`src/hdl/ohi_pkg.sv`:
```
// Shared types and constants for the open-addressing hash insert block.
`default_nettype none
package ohi_pkg;

	localparam int TABLE_DEPTH_DEF = 1024;
	localparam int KEY_W           = 32;
	localparam int SIZE_W          = 11;
	localparam int SLOT_W          = 10;
	localparam int PROBE_W         = 11;
	localparam int CFG_IDX_W       = 1;
	localparam int CFG_DATA_W      = 11;

	localparam logic [SIZE_W-1:0] SIZE_RESET = SIZE_W'(1024);
	localparam logic [SIZE_W-1:0] SIZE_MAX   = '1;

	typedef enum logic [CFG_IDX_W-1:0] {
		CFG_TABLE_SIZE = 1'b0,
		CFG_PROBE_MODE = 1'b1
	} cfg_idx_t;

	typedef enum logic [0:0] {
		OP_INSERT = 1'b0,
		OP_CLEAR  = 1'b1
	} opcode_t;

	typedef enum logic [1:0] {
		RC_INSERTED  = 2'd0,
		RC_DUPLICATE = 2'd1,
		RC_FULL      = 2'd2,
		RC_CLEARED   = 2'd3
	} rsp_code_t;

	typedef struct packed {
		opcode_t                  opcode;
		logic signed [KEY_W-1:0]  key_value;
	} req_t;

	typedef struct packed {
		rsp_code_t                status;
		logic [SLOT_W-1:0]        slot_index;
		logic [PROBE_W-1:0]       probe_count;
	} rsp_t;

	typedef enum logic [2:0] {
		S_WIPE,
		S_IDLE,
		S_MOD,
		S_READ,
		S_CHECK,
		S_CLEAR,
		S_DONE
	} fsm_state_t;

	typedef enum logic [2:0] {
		RES_NONE,
		RES_INSERT,
		RES_DUP,
		RES_FULL,
		RES_CLEAR
	} res_sel_t;

	typedef struct packed {
		logic     accept;
		logic     clr_step;
		logic     probe_init;
		logic     probe_next;
		res_sel_t res_sel;
		logic     out_load;
	} ctrl_cmd_t;

	typedef struct packed {
		logic req_clear;
		logic mod_done;
		logic clr_last;
		logic slot_empty;
		logic slot_match;
		logic probe_last;
		logic out_free;
	} dp_stat_t;

endpackage
`default_nettype wire

```
`src/hdl/ohi_ctrl.sv`:
```
// Controller state machine: wipe, accept, remainder wait, probe loop, clear sweep, result hand-off.
`default_nettype none
module ohi_ctrl import ohi_pkg::*; (
	input  wire logic     clk,
	input  wire logic     arst_n,
	input  wire logic     req_valid,
	output      logic     req_ready,
	input  wire dp_stat_t stat,
	output      ctrl_cmd_t cmd
);

	fsm_state_t state_q;
	fsm_state_t state_nxt;

	always_ff @(posedge clk or negedge arst_n) begin
		if (!arst_n) begin
			state_q <= S_WIPE;
		end else begin
			state_q <= state_nxt;
		end
	end

	always_comb begin
		state_nxt = state_q;
		case (state_q)
			S_WIPE: begin
				if (stat.clr_last) state_nxt = S_IDLE;
			end
			S_IDLE: begin
				if (req_valid) state_nxt = stat.req_clear ? S_CLEAR : S_MOD;
			end
			S_MOD: begin
				if (stat.mod_done) state_nxt = S_READ;
			end
			S_READ: state_nxt = S_CHECK;
			S_CHECK: begin
				if (stat.slot_empty || stat.slot_match || stat.probe_last) begin
					state_nxt = S_DONE;
				end else begin
					state_nxt = S_READ;
				end
			end
			S_CLEAR: begin
				if (stat.clr_last) state_nxt = S_DONE;
			end
			S_DONE: begin
				if (stat.out_free) state_nxt = S_IDLE;
			end
			default: state_nxt = S_WIPE;
		endcase
	end

	always_comb begin
		cmd       = '{accept: 1'b0, clr_step: 1'b0, probe_init: 1'b0, probe_next: 1'b0,
			res_sel: RES_NONE, out_load: 1'b0};
		req_ready = 1'b0;
		case (state_q)
			S_WIPE: cmd.clr_step = 1'b1;
			S_IDLE: begin
				req_ready  = 1'b1;
				cmd.accept = req_valid && !stat.req_clear;
			end
			S_MOD: cmd.probe_init = stat.mod_done;
			S_READ: ;
			S_CHECK: begin
				if (stat.slot_empty) begin
					cmd.res_sel = RES_INSERT;
				end else if (stat.slot_match) begin
					cmd.res_sel = RES_DUP;
				end else if (stat.probe_last) begin
					cmd.res_sel = RES_FULL;
				end else begin
					cmd.probe_next = 1'b1;
				end
			end
			S_CLEAR: begin
				cmd.clr_step = 1'b1;
				if (stat.clr_last) cmd.res_sel = RES_CLEAR;
			end
			S_DONE: cmd.out_load = stat.out_free;
			default: ;
		endcase
	end

endmodule
`default_nettype wire

```
`config.mk`:
```
export PLATFORM = sky130hd
export DESIGN_NAME = ohi_ctrl
export DESIGN_NICKNAME = d
export VERILOG_FILES = /design/src/hdl/ohi_pkg.sv /design/src/hdl/ohi_ctrl.sv
export SDC_FILE = /design/constraint.sdc
export NUM_CORES = 1
export LEC_CHECK = 0
export BUFFER_PORTS_ARGS = -buffer_cell sky130_fd_sc_hd__clkbuf_2
export CORE_AREA = 2 2 39 41
export CTS_CLUSTER_SIZE = 14
export DETAILED_ROUTE_END_ITERATION = 10
export DIE_AREA = 0 0 41 43
export PLACE_DENSITY_LB_ADDON = 0.3
export SLEW_MARGIN = 20
export SYNTH_ARGS = -nofsm -noshare
export SYNTH_HDL_FRONTEND = slang
export SYNTH_SLANG_ARGS = --single-unit
export TNS_END_PERCENT = 10
```
`constraint.sdc`:
```
create_clock -name clk -period 3.15 [get_ports clk]
set_input_delay 0.315 -clock clk [delete_from_list [all_inputs] [get_ports clk]]
set_output_delay 0.315 -clock clk [all_outputs]
set_load 0.01 [all_outputs]
```
# Word level (Yosys, flattened, before mapping)
# Index checks and enable logic that the tools add are counted.
# classes
reduce_logical	7
addsub	0
shifts	0
muxes	22
magnitude_cmp	0
n_eq_ne	11
div_mod_pow	0
bitwise_logic	0
multipliers	0
# ops
operator	n
3-bit two-way mux	8
3-bit one-hot mux with 7 select lines	1
2-bit != test, second input constant	5
3-bit equality test, second input constant	3
1-bit two-way mux	9
3-bit by 2-bit equality test with 1-bit output, second input constant	2
2-bit two-way mux	3
3-bit one-hot mux with 2 select lines	1
5-bit AND reduction	1
3-bit by 1-bit equality test with 1-bit output, second input constant	1
3-bit zero test	1
1-bit logical OR	2
2-bit OR reduction	1
1-bit logical AND	1
1-bit zero test	1
# totals
elab_cells	41
in_bits	10
latchBits	0
output_inout_bits	9
ff_bits	3
mem_bits_rw	0
memories	0
mem_bits_ro	0

# Longest topological paths before layout
# Gate-level depths: netlist (run 1).
# logic_depth
word_depth	4
depth_mapped	5
ltp_nobuf	4

# Least setup slack after synthesis (run 1)
# No wires, ideal clock.
# synth_path
path_kind	reg2out
from	register state_q[1]
to	output port cmd[2] in the netlist's numbering
path_buffers	1
arrival_time_ns	1.231
stages_incl_launch_ff	4
required_time_ns	2.835
path_slack_ns	1.604
path_cell_list	dfrtp_1 > buf_6 > or3b_4 > nor3_1
# synth_lines
element	line	source
start, declared	ohi_ctrl.sv:12	fsm_state_t state_q;
start signal, assigned	ohi_ctrl.sv:19	state_q <= state_nxt;
end, declared	ohi_ctrl.sv:9	output ctrl_cmd_t cmd

==> report_table.html, run 1 <==
<table>
<tr><th>Metric</th><th>Value</th></tr>
<tr><th colspan="2">Run</th></tr>
<tr><td>Max cap viols</td><td>0</td></tr>
<tr><th colspan="2">Clock tree</th></tr>
<tr><td>Number of buffers inserted during clock tree synthesis</td><td>3</td></tr>
<tr><td>Clock tree root buffer cell</td><td>sky130_fd_sc_hd__clkbuf_4</td></tr>
<tr><td>Later-pin clock latency in the skew report</td><td>0.23 ns</td></tr>
<tr><td>Clock-pin slew on the worst setup and hold paths</td><td>0.04 ns</td></tr>
<tr><td>Clk sink count</td><td>3</td></tr>
<tr><td>Clk buf depth</td><td>2</td></tr>
<tr><td>Setup Buffers After CTS</td><td>0</td></tr>
<tr><td>H-tree depth reported by CTS</td><td>1</td></tr>
<tr><td>Hold buffer count at cts</td><td>1</td></tr>
<tr><td>Post-CTS resize count</td><td>0</td></tr>
<tr><td>Clock tree from TritonCTS</td><td>built</td></tr>
<tr><th colspan="2">Route</th></tr>
<tr><td>Total wire length after detailed routing</td><td>834 um</td></tr>
<tr><td>Number of DRC markers in iteration 0</td><td>3</td></tr>
<tr><td>Vias after detailed routing</td><td>396</td></tr>
<tr><td>Total iterations of the first detailed-routing run</td><td>3</td></tr>
<tr><td>Number of remaining DRC errors</td><td>0</td></tr>
<tr><td>Mean routed wirelength per cell</td><td>10.30 um</td></tr>
<tr><td>Vias per inst</td><td>4.889</td></tr>
<tr><td>Number of nets still failing antenna checks after routing</td><td>0</td></tr>
<tr><th colspan="2">Final layout</th></tr>
<tr><td>Flip-flop count of the largest register, all copies and words added</td><td>3</td></tr>
<tr><td>ANT cells</td><td>0</td></tr>
<tr><td>Regs by FF count</td><td>state_q x3</td></tr>
<tr><td>Register with the highest flop count</td><td>state_q</td></tr>
<tr><td>Final cell utilization of the core</td><td>36.89%</td></tr>
<tr><td>Number of nets in the layout</td><td>76</td></tr>
<tr><td>Area growth from synthesis to layout</td><td>30.35%</td></tr>
<tr><td>Filler instances</td><td>156</td></tr>
<tr><td>Fraction of layout cells with a size suffix above 1</td><td>43.08%</td></tr>
<tr><th colspan="2">STA</th></tr>
<tr><td>Number of setup violations in the final report</td><td>0</td></tr>
<tr><td>Min Hold Slack</td><td>0.4148 ns</td></tr>
<tr><td>Number of pins exceeding their max-slew limit in the final report</td><td>0</td></tr>
<tr><td>Sum of negative setup slack</td><td>0 ns</td></tr>
<tr><td>Min cycle time layout</td><td>1.933 ns</td></tr>
<tr><td>Relative max-transition margin</td><td>72.14%</td></tr>
<tr><td>Worst-margin pin slew</td><td>0.4179 ns</td></tr>
<tr><td>Post-route clock period utilization</td><td>61.36%</td></tr>
<tr><td>Final Hold Violating Endpoints</td><td>0</td></tr>
<tr><td>Worst clock skew</td><td>0.0008887 ns</td></tr>
<tr><td>RSZ-0062 raised after global routing</td><td>false</td></tr>
<tr><td>Highest clock frequency the design can meet</td><td>517.3 MHz</td></tr>
<tr><th colspan="2">Global routing</th></tr>
<tr><td>Wire length of the first global-routing pass</td><td>1.324 mm</td></tr>
<tr><td>Total global routing track utilization</td><td>11.66%</td></tr>
<tr><td>Number of global-route vias before repair</td><td>339</td></tr>
<tr><td>Number of antenna violations at the first check in global routing</td><td>0</td></tr>
<tr><td>Total congestion overflow</td><td>0</td></tr>
<tr><td>Pin count of the biggest net entering global routing</td><td>17</td></tr>
<tr><th colspan="2">Placed design</th></tr>
<tr><td>GP Congestion</td><td>0.7279</td></tr>
<tr><td>Total of buffers placed on input and output ports</td><td>18</td></tr>
<tr><td>Sum of net half-perimeters after detailed placement</td><td>647 um</td></tr>
<tr><th colspan="2">Floorplanning</th></tr>
<tr><td>Number of placement rows</td><td>14</td></tr>
<tr><td>Area enclosed by the die boundary</td><td>0.001763 mm2</td></tr>
<tr><td>Placeable core region</td><td>0.001384 mm2</td></tr>
<tr><td>DIE WIDTH</td><td>41 um</td></tr>
<tr><td>Top-Level Pins</td><td>19</td></tr>
<tr><td>Y dimension of the die</td><td>43 um</td></tr>
<tr><td>Initial core utilization</td><td>28.30%</td></tr>
<tr><th colspan="2">Logic synthesis</th></tr>
<tr><td>Nets in the synthesized netlist</td><td>55</td></tr>
<tr><td>Syn. warnings</td><td>0</td></tr>
<tr><td>Register area share after synthesis</td><td>19.17%</td></tr>
<tr><td>Area of the mapped netlist</td><td>391.6 um2</td></tr>
<tr><td>FF+latch count, synth</td><td>3</td></tr>
<tr><td>Count of unique library cells instantiated by Yosys</td><td>26</td></tr>
<tr><td>Instance count of the mapped netlist</td><td>45</td></tr>
<tr><td>Average instance area after synthesis</td><td>8.703 um2</td></tr>
<tr><th colspan="2">Setup path</th></tr>
<tr><td>Logic depth of the worst register-to-register path</td><td>4</td></tr>
<tr><td>RR Endpoint</td><td>state_q[2]</td></tr>
<tr><td>Worst-case register-to-register setup slack</td><td>1.46 ns</td></tr>
<tr><td>Required time at the endpoint of the critical path</td><td>2.83 ns</td></tr>
<tr><td>Arrival time at the worst endpoint</td><td>1.62 ns</td></tr>
<tr><td>Nature of the critical path startpoint</td><td>flop</td></tr>
<tr><td>CP Capture Type</td><td>output pin</td></tr>
<tr><td>Worst R2R Start</td><td>state_q[2]</td></tr>
<tr><td>WS Path Type</td><td>reg -&gt; out</td></tr>
<tr><td>Worst Path Max Fanout</td><td>16</td></tr>
<tr><th colspan="2">Outcome</th></tr>
<tr><td>Status</td><td>finished clean</td></tr>
<tr><th colspan="2">Power and ir drop</th></tr>
<tr><td>Total leakage power</td><td>0.2509 nW</td></tr>
<tr><td>Power after layout</td><td>0.4664 mW</td></tr>
<tr><td>Peak supply drop</td><td>0.2640 mV</td></tr>
<tr><td>Power density cells</td><td>913.7 mW/mm2</td></tr>
<tr><th colspan="2">Hold path</th></tr>
<tr><td>Tightest Hold Check Type</td><td>in -&gt; async</td></tr>
</table>
==> critical path, cell delays in order, from the launching register on <==
cell	delay (ns)
sky130_fd_sc_hd__dfrtp_1	0.59
sky130_fd_sc_hd__or3b_4	0.47
sky130_fd_sc_hd__nor3_1	0.18
sky130_fd_sc_hd__clkbuf_2	0.16
==> routing by layer <==
layer	track usage [%]	share of wire, %	vias up
met5	0	0	-
met4	12.00	0	0
met3	1.571	6.0	0
met2	16.56	49	14
li1	-	-	200
met1	13.55	45	182
==> cells in the mapped netlist <==
cell type	number	share of area, %
sky130_fd_sc_hd__nand4bb_1	1	2.9
sky130_fd_sc_hd__nor3_1	3	3.8
sky130_fd_sc_hd__nor2b_4	1	3.5
sky130_fd_sc_hd__or3b_4	1	2.9
sky130_fd_sc_hd__nand3b_4	2	10
sky130_fd_sc_hd__o31ai_1	1	1.9
sky130_fd_sc_hd__nor2_1	5	4.8
sky130_fd_sc_hd__xor2_1	1	2.2
sky130_fd_sc_hd__or2b_1	2	3.8
sky130_fd_sc_hd__nor3b_1	2	3.8
sky130_fd_sc_hd__o31ai_2	1	3.2
sky130_fd_sc_hd__buf_6	2	5.8
sky130_fd_sc_hd__and4b_1	1	2.6
sky130_fd_sc_hd__nand2b_1	2	3.2
sky130_fd_sc_hd__a21oi_1	2	2.6
sky130_fd_sc_hd__a21oi_2	1	2.2
sky130_fd_sc_hd__nand2_1	2	1.9
sky130_fd_sc_hd__dfrtp_1	3	19
sky130_fd_sc_hd__and3_1	1	1.6
sky130_fd_sc_hd__or2_1	1	1.6
sky130_fd_sc_hd__buf_2	1	1.3
sky130_fd_sc_hd__o21ai_0	3	3.8
sky130_fd_sc_hd__mux2_4	1	3.8
sky130_fd_sc_hd__or3_1	1	1.6
sky130_fd_sc_hd__o211ai_1	2	3.8
sky130_fd_sc_hd__inv_1	2	1.9
==> cell type report <==
type / count / area (um2) / area share [%]
flip-flops and latches: 3 / 75.07 / 14.71
multi-input cells: 37 / 281.5 / 55.15
clock buffers: 4 / 26.28 / 5.147
repair buffers: 19 / 100.1 / 19.61
inverters: 2 / 7.507 / 1.471
well taps: 16 / 20.02 / 3.922
==> worst max path at each step <==
| stage | from | end | slack, ns | depth (start not counted) |
|---|---|---|---|---|
| 3_5_place_dp | state_q[2] | cmd[2] | 1.45 | 3 |
| 3_3_place_gp | state_q[2] | cmd[2] | 1.46 | 3 |
| 4_1_cts | state_q[2] | cmd[2] | 1.20 | 3 |
| 2_1_floorplan | state_q[1] | cmd[2] | 1.60 | 3 |
| 5_1_grt | state_q[2] | cmd[2] | 1.12 | 3 |
| 6_report | state_q[2] | cmd[2] | 1.22 | 3 |
==> cell families after synthesis <==
group | count (synthesis) | synth area share [%]
xor+xnor | 1 | 2.237
flops | 3 | 19.17
buf+inv | 5 | 8.945
compound gates | 10 | 17.57
simple gates | 25 | 48.24
mux | 1 | 3.833
==> metrics by stage <==
| step | instance area (um2) | setup WS [ns] | std cells |
|---|---|---|---|
| global route | 510.5 | 1.115 | 81 |
| CTS | 510.5 | 1.199 | 81 |
| floorplan | 391.6 | 1.604 | 45 |
| detailed placement | 474.2 | 1.447 | 76 |
| finish | 510.5 | 1.217 | 81 |
| global placement | 474.2 | 1.459 | 76 |
==> report_power, final <==
part | internal, mW | switching [mW]
logic | 0.154 | 0.128
clock network | 0.0474 | 0.0193
registers | 0.0595 | 0.0586
total | 0.261 | 0.205
==> layout by cell type, fill, tap and decap left out <==
cell type                       Yosys  final
sky130_fd_sc_hd__or2b_1             2      2
sky130_fd_sc_hd__a21oi_2            1      1
sky130_fd_sc_hd__clkbuf_1           0      1
sky130_fd_sc_hd__and3_1             1      1
sky130_fd_sc_hd__a21oi_1            2      2
sky130_fd_sc_hd__clkbuf_4           0      3
sky130_fd_sc_hd__o211ai_1           2      2
sky130_fd_sc_hd__nor3b_1            2      2
sky130_fd_sc_hd__o31ai_1            1      1
sky130_fd_sc_hd__nor3_1             3      3
sky130_fd_sc_hd__clkbuf_2           0     18
sky130_fd_sc_hd__or2_1              1      1
sky130_fd_sc_hd__and4b_1            1      1
sky130_fd_sc_hd__nand4bb_1          1      1
sky130_fd_sc_hd__mux2_4             1      1
sky130_fd_sc_hd__nand2b_1           2      2
sky130_fd_sc_hd__inv_1              2      2
sky130_fd_sc_hd__or3_1              1      1
sky130_fd_sc_hd__nor2_1             5      5
sky130_fd_sc_hd__o21ai_0            3      3
sky130_fd_sc_hd__dlygate4sd3_1      0      1
sky130_fd_sc_hd__nand3b_4           2      2
sky130_fd_sc_hd__dfrtp_1            3      3
sky130_fd_sc_hd__o31ai_2            1      1
sky130_fd_sc_hd__xor2_1             1      1
sky130_fd_sc_hd__nor2b_4            1      1
sky130_fd_sc_hd__nand2_1            2      2
sky130_fd_sc_hd__or3b_4             1      1
(Power assumes the default switching activity.)
==> run 2: changes to the inputs <==
==> constraint.sdc (replaced) <==
create_clock -name clk -period 1.9 [get_ports clk]
set_input_delay 0.19 -clock clk [delete_from_list [all_inputs] [get_ports clk]]
set_output_delay 0.19 -clock clk [all_outputs]
set_load 0.01 [all_outputs]
==> report_table.html, run 2 (same netlist as run 1, synthesis figures left out) <==
<table>
<tr><th>Metric</th><th>Value</th></tr>
<tr><th colspan="2">Final layout</th></tr>
<tr><td>Area growth from synthesis to layout</td><td>34.19%</td></tr>
<tr><td>Commonest cells after routing, fill and taps aside</td><td>sky130_fd_sc_hd__clkbuf_2 (18), sky130_fd_sc_hd__nor2_1 (5)</td></tr>
<tr><td>ANT cells</td><td>0 (unchanged)</td></tr>
<tr><td>Final cell utilization of the core</td><td>37.97% (+1.1 points)</td></tr>
<tr><td>Fraction of layout cells with a size suffix above 1</td><td>44.78% (+1.7 points)</td></tr>
<tr><td>Number of nets in the layout</td><td>78 (+2.6%)</td></tr>
<tr><td>Flip-flop count of the largest register, all copies and words added</td><td>3 (unchanged)</td></tr>
<tr><td>Regs by FF count</td><td>state_q x3</td></tr>
<tr><td>Most common cell after layout, fill and taps aside</td><td>sky130_fd_sc_hd__clkbuf_2</td></tr>
<tr><td>Register with the highest flop count</td><td>state_q</td></tr>
<tr><td>Cell area after layout</td><td>525.5 um2 (+2.9%)</td></tr>
<tr><th colspan="2">Clock tree</th></tr>
<tr><td>Clock tree from TritonCTS</td><td>built</td></tr>
<tr><td>Clk buf depth</td><td>2 (unchanged)</td></tr>
<tr><td>Post-CTS resize count</td><td>0 (unchanged)</td></tr>
<tr><td>Clock-pin slew on the worst setup and hold paths</td><td>0.04 ns (about the same)</td></tr>
<tr><td>H-tree depth reported by CTS</td><td>1 (unchanged)</td></tr>
<tr><td>Later-pin clock latency in the skew report</td><td>0.23 ns (about the same)</td></tr>
<tr><td>Setup Buffers After CTS</td><td>0 (unchanged)</td></tr>
<tr><td>Clk sink count</td><td>3 (unchanged)</td></tr>
<tr><td>Clock tree root buffer cell</td><td>sky130_fd_sc_hd__clkbuf_4</td></tr>
<tr><td>Number of buffers inserted during clock tree synthesis</td><td>3 (unchanged)</td></tr>
<tr><th colspan="2">Global routing</th></tr>
<tr><td>Total global routing track utilization</td><td>11.77% (+0.11 points)</td></tr>
<tr><td>Wire length of the first global-routing pass</td><td>1.366 mm (+3.2%)</td></tr>
<tr><td>Number of global-route vias before repair</td><td>377 (+11%)</td></tr>
<tr><td>Total congestion overflow</td><td>0 (unchanged)</td></tr>
<tr><td>Pin count of the biggest net entering global routing</td><td>12 (-5)</td></tr>
<tr><td>Number of antenna violations at the first check in global routing</td><td>0 (unchanged)</td></tr>
<tr><th colspan="2">Route</th></tr>
<tr><td>Number of DRC markers in iteration 0</td><td>3 (unchanged)</td></tr>
<tr><td>Total iterations of the first detailed-routing run</td><td>2 (-1)</td></tr>
<tr><td>Number of remaining DRC errors</td><td>0 (unchanged)</td></tr>
<tr><td>Number of nets still failing antenna checks after routing</td><td>0 (unchanged)</td></tr>
<tr><td>Vias per inst</td><td>4.771 (-2.4%)</td></tr>
<tr><td>Mean routed wirelength per cell</td><td>11.05 um (+7.3%)</td></tr>
<tr><td>Vias after detailed routing</td><td>396 (unchanged)</td></tr>
<tr><td>Total wire length after detailed routing</td><td>917 um (+10%)</td></tr>
<tr><th colspan="2">Placed design</th></tr>
<tr><td>Post-Place Cell Area</td><td>489.2 um2 (+3.2%)</td></tr>
<tr><td>Placement Setup Slack</td><td>0.3542 ns (-1.092 ns)</td></tr>
<tr><td>GP Congestion</td><td>0.8105 (+11%)</td></tr>
<tr><td>Sum of net half-perimeters after detailed placement</td><td>741.6 um (+15%)</td></tr>
<tr><td>Total of buffers placed on input and output ports</td><td>18 (unchanged)</td></tr>
<tr><th colspan="2">STA</th></tr>
<tr><td>Min cycle time layout</td><td>1.758 ns</td></tr>
<tr><td>Final setup slack of the worst path</td><td>0.1420 ns (-1.075 ns)</td></tr>
<tr><td>Post-route clock period utilization</td><td>92.53%</td></tr>
<tr><td>Number of setup violations in the final report</td><td>0 (unchanged)</td></tr>
<tr><td>RSZ-0062 raised after global routing</td><td>false</td></tr>
<tr><td>Worst clock skew</td><td>0.0009215 ns (+0.00003281 ns)</td></tr>
<tr><td>Highest clock frequency the design can meet</td><td>568.8 MHz</td></tr>
<tr><td>Final Hold Violating Endpoints</td><td>0 (unchanged)</td></tr>
<tr><td>Number of pins exceeding their max-slew limit in the final report</td><td>0 (unchanged)</td></tr>
<tr><td>Relative max-transition margin</td><td>81.64% (+9.5 points)</td></tr>
<tr><td>Sum of negative setup slack</td><td>0 ns (unchanged)</td></tr>
<tr><td>Worst-margin pin slew</td><td>0.2755 ns (-0.1424 ns)</td></tr>
<tr><th colspan="2">Setup path</th></tr>
<tr><td>Arrival time at the worst endpoint</td><td>1.57 ns (-0.05 ns)</td></tr>
<tr><td>Peak per-stage delay on the critical path</td><td>0.43 ns (-0.16 ns)</td></tr>
<tr><td>Required time at the endpoint of the critical path</td><td>1.71 ns (-1.12 ns)</td></tr>
<tr><td>Cell-by-cell listing of the critical path</td><td>buf_4 &gt; or3b_4 &gt; nor3_1 &gt; clkbuf_2</td></tr>
<tr><td>Nature of the critical path startpoint</td><td>flop</td></tr>
<tr><td>CP Capture Type</td><td>output pin</td></tr>
<tr><td>WS Path Type</td><td>reg -&gt; out</td></tr>
<tr><td>Worst Path Max Fanout</td><td>8 (-8)</td></tr>
<tr><td>CP max-delay cell</td><td>sky130_fd_sc_hd__or3b_4</td></tr>
<tr><th colspan="2">Floorplanning</th></tr>
<tr><td>Y dimension of the die</td><td>43 um (unchanged)</td></tr>
<tr><td>Number of placement rows</td><td>14 (unchanged)</td></tr>
<tr><td>Initial core utilization</td><td>28.30% (unchanged)</td></tr>
<tr><td>Top-Level Pins</td><td>19 (unchanged)</td></tr>
<tr><td>Placeable core region</td><td>0.001384 mm2 (unchanged)</td></tr>
<tr><td>DIE WIDTH</td><td>41 um (unchanged)</td></tr>
<tr><td>Area enclosed by the die boundary</td><td>0.001763 mm2 (unchanged)</td></tr>
<tr><th colspan="2">Power and ir drop</th></tr>
<tr><td>Power after layout</td><td>0.8113 mW (+74%)</td></tr>
<tr><td>Cell internal power dissipation</td><td>0.4599 mW (+76%)</td></tr>
<tr><td>Sw Pwr</td><td>0.3514 mW (+71%)</td></tr>
<tr><td>Total leakage power</td><td>0.2608 nW (+3.9%)</td></tr>
<tr><td>Peak supply drop</td><td>0.5180 mV (+96%)</td></tr>
<tr><td>Sequential fraction of design power</td><td>18.9% (-6.4 points)</td></tr>
<tr><td>Power density cells</td><td>1544 mW/mm2 (+69%)</td></tr>
<tr><td>Net Sw Frac</td><td>43.31% (-0.74 points)</td></tr>
<tr><td>Clock power share</td><td>13.7% (-0.6 points)</td></tr>
<tr><td>Combinational fraction of design power</td><td>67.4% (+7.0 points)</td></tr>
<tr><th colspan="2">Outcome</th></tr>
<tr><td>Status</td><td>finished clean</td></tr>
<tr><th colspan="2">Run</th></tr>
<tr><td>Max cap viols</td><td>0 (unchanged)</td></tr>
<tr><th colspan="2">Hold path</th></tr>
<tr><td>Tightest Hold Check Type</td><td>in -&gt; async</td></tr>
</table>
[run 2: cell types whose count changed in the layout (fill, tap and decap cells not counted)]
cell,delta
sky130_fd_sc_hd__buf_4,+2
[run 2: worst max-delay path, delay by kind of cell, from the launching register on]
family | cells | cell delay (ns)
simple gates | 2 | 0.61
flops | 1 | 0.40
buf+inv | 2 | 0.32
[run 2: final cells by class]
class,instances,area (um2)
well taps,16,20.02
repair buffers,21,115.1
multi-input cells,37,281.5
flip-flops and latches,3,75.07
clock buffers,4,26.28
fillers,147,858.3
inverters,2,7.507
[run 2: worst paths after layout]
check	startpoint	to	slack [ns]	cells after the start
worst max-delay path	state_q[1]	cmd[2]	0.14	4
worst min-delay path	arst_n	state_q[2]	0.29	2
worst max register to register	state_q[0]	state_q[2]	0.35	4
worst min register to register	state_q[1]	state_q[1]	0.68	2
max in group asynchronous	arst_n	state_q[0]	1.50	2
min in group clk	req_valid	state_q[0]	0.35	4
[run 2: repair_timing]
action | in CTS | in global routing
endpoints found under the hold margin | 3 | 0
hold buffers | 1 | 0
endpoints found under the setup margin | 0 | 0
[run 2: routing by layer]
layer	global-route usage (%)	wire, um
met1	11.33	358
met2	20.00	478
met3	0	80
met4	12.00	0
met5	0	0
[run 2: power groups by stage]
stage / logic [mW] / clock network, mW / registers, mW
after floorplan: 0.471 / 0 / 0.124
after global placement: 0.550 / 0 / 0.153
after detailed placement: 0.549 / 0 / 0.154
after CTS: 0.555 / 0.118 / 0.153
after global routing: 0.597 / 0.118 / 0.163
final: 0.547 / 0.111 / 0.153
[run 2: per-stage QoR]
step	std cells	hold slack, ns
finish	83	0.2935
global route	83	0.3071
CTS	83	0.2786
detailed placement	78	-0.009071
global placement	78	-0.009048
floorplan	45	-0.1056
==> run 3: changes to the inputs <==
--- a/config.mk
+++ b/config.mk
@@ -10,6 +10,7 @@
 export CTS_CLUSTER_SIZE = 14
 export DETAILED_ROUTE_END_ITERATION = 10
 export DIE_AREA = 0 0 41 43
+export MAX_ROUTING_LAYER = met4
 export PLACE_DENSITY_LB_ADDON = 0.3
 export SLEW_MARGIN = 20
 export SYNTH_ARGS = -nofsm -noshare
==> report_table.html, run 3 (same netlist as run 1, synthesis figures left out) <==
<table>
<tr><th>Metric</th><th>Value</th></tr>
<tr><th colspan="2">Clock tree</th></tr>
<tr><td>Later-pin clock latency in the skew report</td><td>0.23 ns (about the same)</td></tr>
<tr><td>Clock-pin slew on the worst setup and hold paths</td><td>0.04 ns (about the same)</td></tr>
<tr><td>Post-CTS resize count</td><td>0 (unchanged)</td></tr>
<tr><td>Clock tree from TritonCTS</td><td>built</td></tr>
<tr><td>Clk sink count</td><td>3 (unchanged)</td></tr>
<tr><td>Clk buf depth</td><td>2 (unchanged)</td></tr>
<tr><td>Setup Buffers After CTS</td><td>0 (unchanged)</td></tr>
<tr><td>Number of buffers inserted during clock tree synthesis</td><td>3 (unchanged)</td></tr>
<tr><td>H-tree depth reported by CTS</td><td>1 (unchanged)</td></tr>
<tr><td>Clock tree root buffer cell</td><td>sky130_fd_sc_hd__clkbuf_4</td></tr>
<tr><td>Hold buffer count at cts</td><td>1 (unchanged)</td></tr>
<tr><th colspan="2">Route</th></tr>
<tr><td>Mean routed wirelength per cell</td><td>11.06 um (+0.11%)</td></tr>
<tr><td>Total wire length after detailed routing</td><td>918 um (+0.11%)</td></tr>
<tr><td>Vias after detailed routing</td><td>396 (unchanged)</td></tr>
<tr><td>Number of remaining DRC errors</td><td>0 (unchanged)</td></tr>
<tr><td>Number of DRC markers in iteration 0</td><td>3 (unchanged)</td></tr>
<tr><td>Top routing layer used</td><td>met3</td></tr>
<tr><td>Met2 WL</td><td>479 um (+0.21%)</td></tr>
<tr><td>Met3 wirelength from detailed routing</td><td>80 um (unchanged)</td></tr>
<tr><td>M1 WL</td><td>357 um (-0.28%)</td></tr>
<tr><td>Total iterations of the first detailed-routing run</td><td>2 (unchanged)</td></tr>
<tr><td>Vias per inst</td><td>4.771 (unchanged)</td></tr>
<tr><td>Number of nets still failing antenna checks after routing</td><td>0 (unchanged)</td></tr>
<tr><th colspan="2">Floorplanning</th></tr>
<tr><td>Number of placement rows</td><td>14 (unchanged)</td></tr>
<tr><td>Area enclosed by the die boundary</td><td>0.001763 mm2 (unchanged)</td></tr>
<tr><td>Y dimension of the die</td><td>43 um (unchanged)</td></tr>
<tr><td>Placeable core region</td><td>0.001384 mm2 (unchanged)</td></tr>
<tr><td>Top-Level Pins</td><td>19 (unchanged)</td></tr>
<tr><td>DIE WIDTH</td><td>41 um (unchanged)</td></tr>
<tr><td>Initial core utilization</td><td>28.30% (unchanged)</td></tr>
<tr><th colspan="2">Global routing</th></tr>
<tr><td>Total congestion overflow</td><td>0 (unchanged)</td></tr>
<tr><td>Number of antenna violations at the first check in global routing</td><td>0 (unchanged)</td></tr>
<tr><td>Number of global-route vias before repair</td><td>375 (-0.53%)</td></tr>
<tr><td>Total global routing track utilization</td><td>12.06% (+0.29 points)</td></tr>
<tr><td>Pin count of the biggest net entering global routing</td><td>12 (unchanged)</td></tr>
<tr><td>Wire length of the first global-routing pass</td><td>1.366 mm (unchanged)</td></tr>
<tr><th colspan="2">STA</th></tr>
<tr><td>Final Hold Violating Endpoints</td><td>0 (unchanged)</td></tr>
<tr><td>Number of pins exceeding their max-slew limit in the final report</td><td>0 (unchanged)</td></tr>
<tr><td>Min cycle time layout</td><td>1.757 ns (-0.0005640 ns)</td></tr>
<tr><td>Worst clock skew</td><td>0.0009217 ns (+0.0000001250 ns)</td></tr>
<tr><td>Sum of negative setup slack</td><td>0 ns (unchanged)</td></tr>
<tr><td>Number of setup violations in the final report</td><td>0 (unchanged)</td></tr>
<tr><td>RSZ-0062 raised after global routing</td><td>false</td></tr>
<tr><td>Highest clock frequency the design can meet</td><td>569.0 MHz (about the same)</td></tr>
<tr><td>Post-route clock period utilization</td><td>92.50% (about the same)</td></tr>
<tr><td>Relative max-transition margin</td><td>81.64% (unchanged)</td></tr>
<tr><td>Worst-margin pin slew</td><td>0.2755 ns (unchanged)</td></tr>
<tr><th colspan="2">Hold path</th></tr>
<tr><td>Tightest Hold Check Type</td><td>in -&gt; async</td></tr>
<tr><th colspan="2">Setup path</th></tr>
<tr><td>CP Capture Type</td><td>output pin</td></tr>
<tr><td>Worst Path Max Fanout</td><td>8 (unchanged)</td></tr>
<tr><td>Required time at the endpoint of the critical path</td><td>1.71 ns (about the same)</td></tr>
<tr><td>WS Path Type</td><td>reg -&gt; out</td></tr>
<tr><td>Arrival time at the worst endpoint</td><td>1.57 ns (about the same)</td></tr>
<tr><td>Nature of the critical path startpoint</td><td>flop</td></tr>
<tr><th colspan="2">Run</th></tr>
<tr><td>Max cap viols</td><td>0 (unchanged)</td></tr>
<tr><th colspan="2">Power and ir drop</th></tr>
<tr><td>Peak supply drop</td><td>0.5180 mV (about the same)</td></tr>
<tr><td>Total leakage power</td><td>0.2608 nW (unchanged)</td></tr>
<tr><td>Power density cells</td><td>1544 mW/mm2 (about the same)</td></tr>
<tr><th colspan="2">Outcome</th></tr>
<tr><td>Status</td><td>finished clean</td></tr>
<tr><th colspan="2">Final layout</th></tr>
<tr><td>Fraction of layout cells with a size suffix above 1</td><td>44.78% (unchanged)</td></tr>
<tr><td>Commonest cells after routing, fill and taps aside</td><td>sky130_fd_sc_hd__clkbuf_2 (18), sky130_fd_sc_hd__nor2_1 (5)</td></tr>
<tr><td>Register cell area after layout</td><td>75.07 um2 (unchanged)</td></tr>
<tr><td>Filler instances</td><td>147 (unchanged)</td></tr>
<tr><td>Register with the highest flop count</td><td>state_q</td></tr>
<tr><td>Final cell utilization of the core</td><td>37.97% (unchanged)</td></tr>
<tr><td>Regs by FF count</td><td>state_q x3</td></tr>
<tr><td>Number of nets in the layout</td><td>78 (unchanged)</td></tr>
<tr><td>Flip-flop count of the largest register, all copies and words added</td><td>3 (unchanged)</td></tr>
<tr><td>Area growth from synthesis to layout</td><td>34.19% (unchanged)</td></tr>
<tr><td>Cell area after layout</td><td>525.5 um2 (unchanged)</td></tr>
<tr><td>Most common cell after layout, fill and taps aside</td><td>sky130_fd_sc_hd__clkbuf_2</td></tr>
<tr><td>ANT cells</td><td>0 (unchanged)</td></tr>
<tr><td>Multi-input combinational cell area</td><td>281.5 um2 (unchanged)</td></tr>
<tr><th colspan="2">Placed design</th></tr>
<tr><td>Post-Place Cell Area</td><td>489.2 um2 (unchanged)</td></tr>
<tr><td>Sum of net half-perimeters after detailed placement</td><td>741.6 um (unchanged)</td></tr>
<tr><td>Total of buffers placed on input and output ports</td><td>18 (unchanged)</td></tr>
<tr><td>GP Congestion</td><td>0.8224 (+1.5%)</td></tr>
</table>
==> run 3: cell counts in the layout (fill, tap and decap cells not counted) <==
No cell type changed its count.
==> run 3: worst paths after layout <==
| path | startpoint | to | slack [ns] | cells past startpoint |
|---|---|---|---|---|
| worst max-delay path | state_q[1] | cmd[2] | 0.14 | 4 |
| worst min-delay path | arst_n | state_q[2] | 0.29 | 2 |
| worst max register to register | state_q[0] | state_q[2] | 0.35 | 4 |
| worst min register to register | state_q[1] | state_q[1] | 0.68 | 2 |
| max in group asynchronous | arst_n | state_q[0] | 1.50 | 2 |
| min in group clk | req_valid | state_q[0] | 0.35 | 4 |
==> run 3: cell type report <==
type,count,share of cell area (%)
repair buffers,21,21.90
multi-input cells,37,53.57
flip-flops and latches,3,14.29
clock buffers,4,5.000
inverters,2,1.429
well taps,16,3.810
==> run 3: power by group <==
part	internal (mW)	total (mW)	switching, mW
Combinational	0.282	0.547	0.265
Clock	0.0787	0.111	0.0326
Sequential	0.0996	0.153	0.0537
Total	0.460	0.811	0.351
==> run 3: critical path, stage by stage (launching register included) <==
cell and delay [ns]:
sky130_fd_sc_hd__dfrtp_1 0.40, sky130_fd_sc_hd__buf_4 0.17, sky130_fd_sc_hd__or3b_4 0.43, sky130_fd_sc_hd__nor3_1 0.18, sky130_fd_sc_hd__clkbuf_2 0.15
==> run 3: through the flow <==
step	hold WS (ns)	worst slack (ns)	std cells	power, mW
2_1_floorplan	-0.1056	0.4204	45	0.5945
3_3_place_gp	-0.009048	0.3664	78	0.7032
3_5_place_dp	-0.009071	0.3542	78	0.7029
4_1_cts	0.2786	0.1169	83	0.8263
5_1_grt	0.3071	0.07838	83	0.8779
6_report	0.2935	0.1425	83	0.8112
==> run 3: layer usage <==
| layer | vias to the layer above | track usage, % |
|---|---|---|
| met1 | 178 | 11.33 |
| met3 | 0 | 0 |
| met2 | 14 | 20.00 |
| li1 | 204 | - |
| met4 | 0 | 12.00 |
| met5 | - | - |
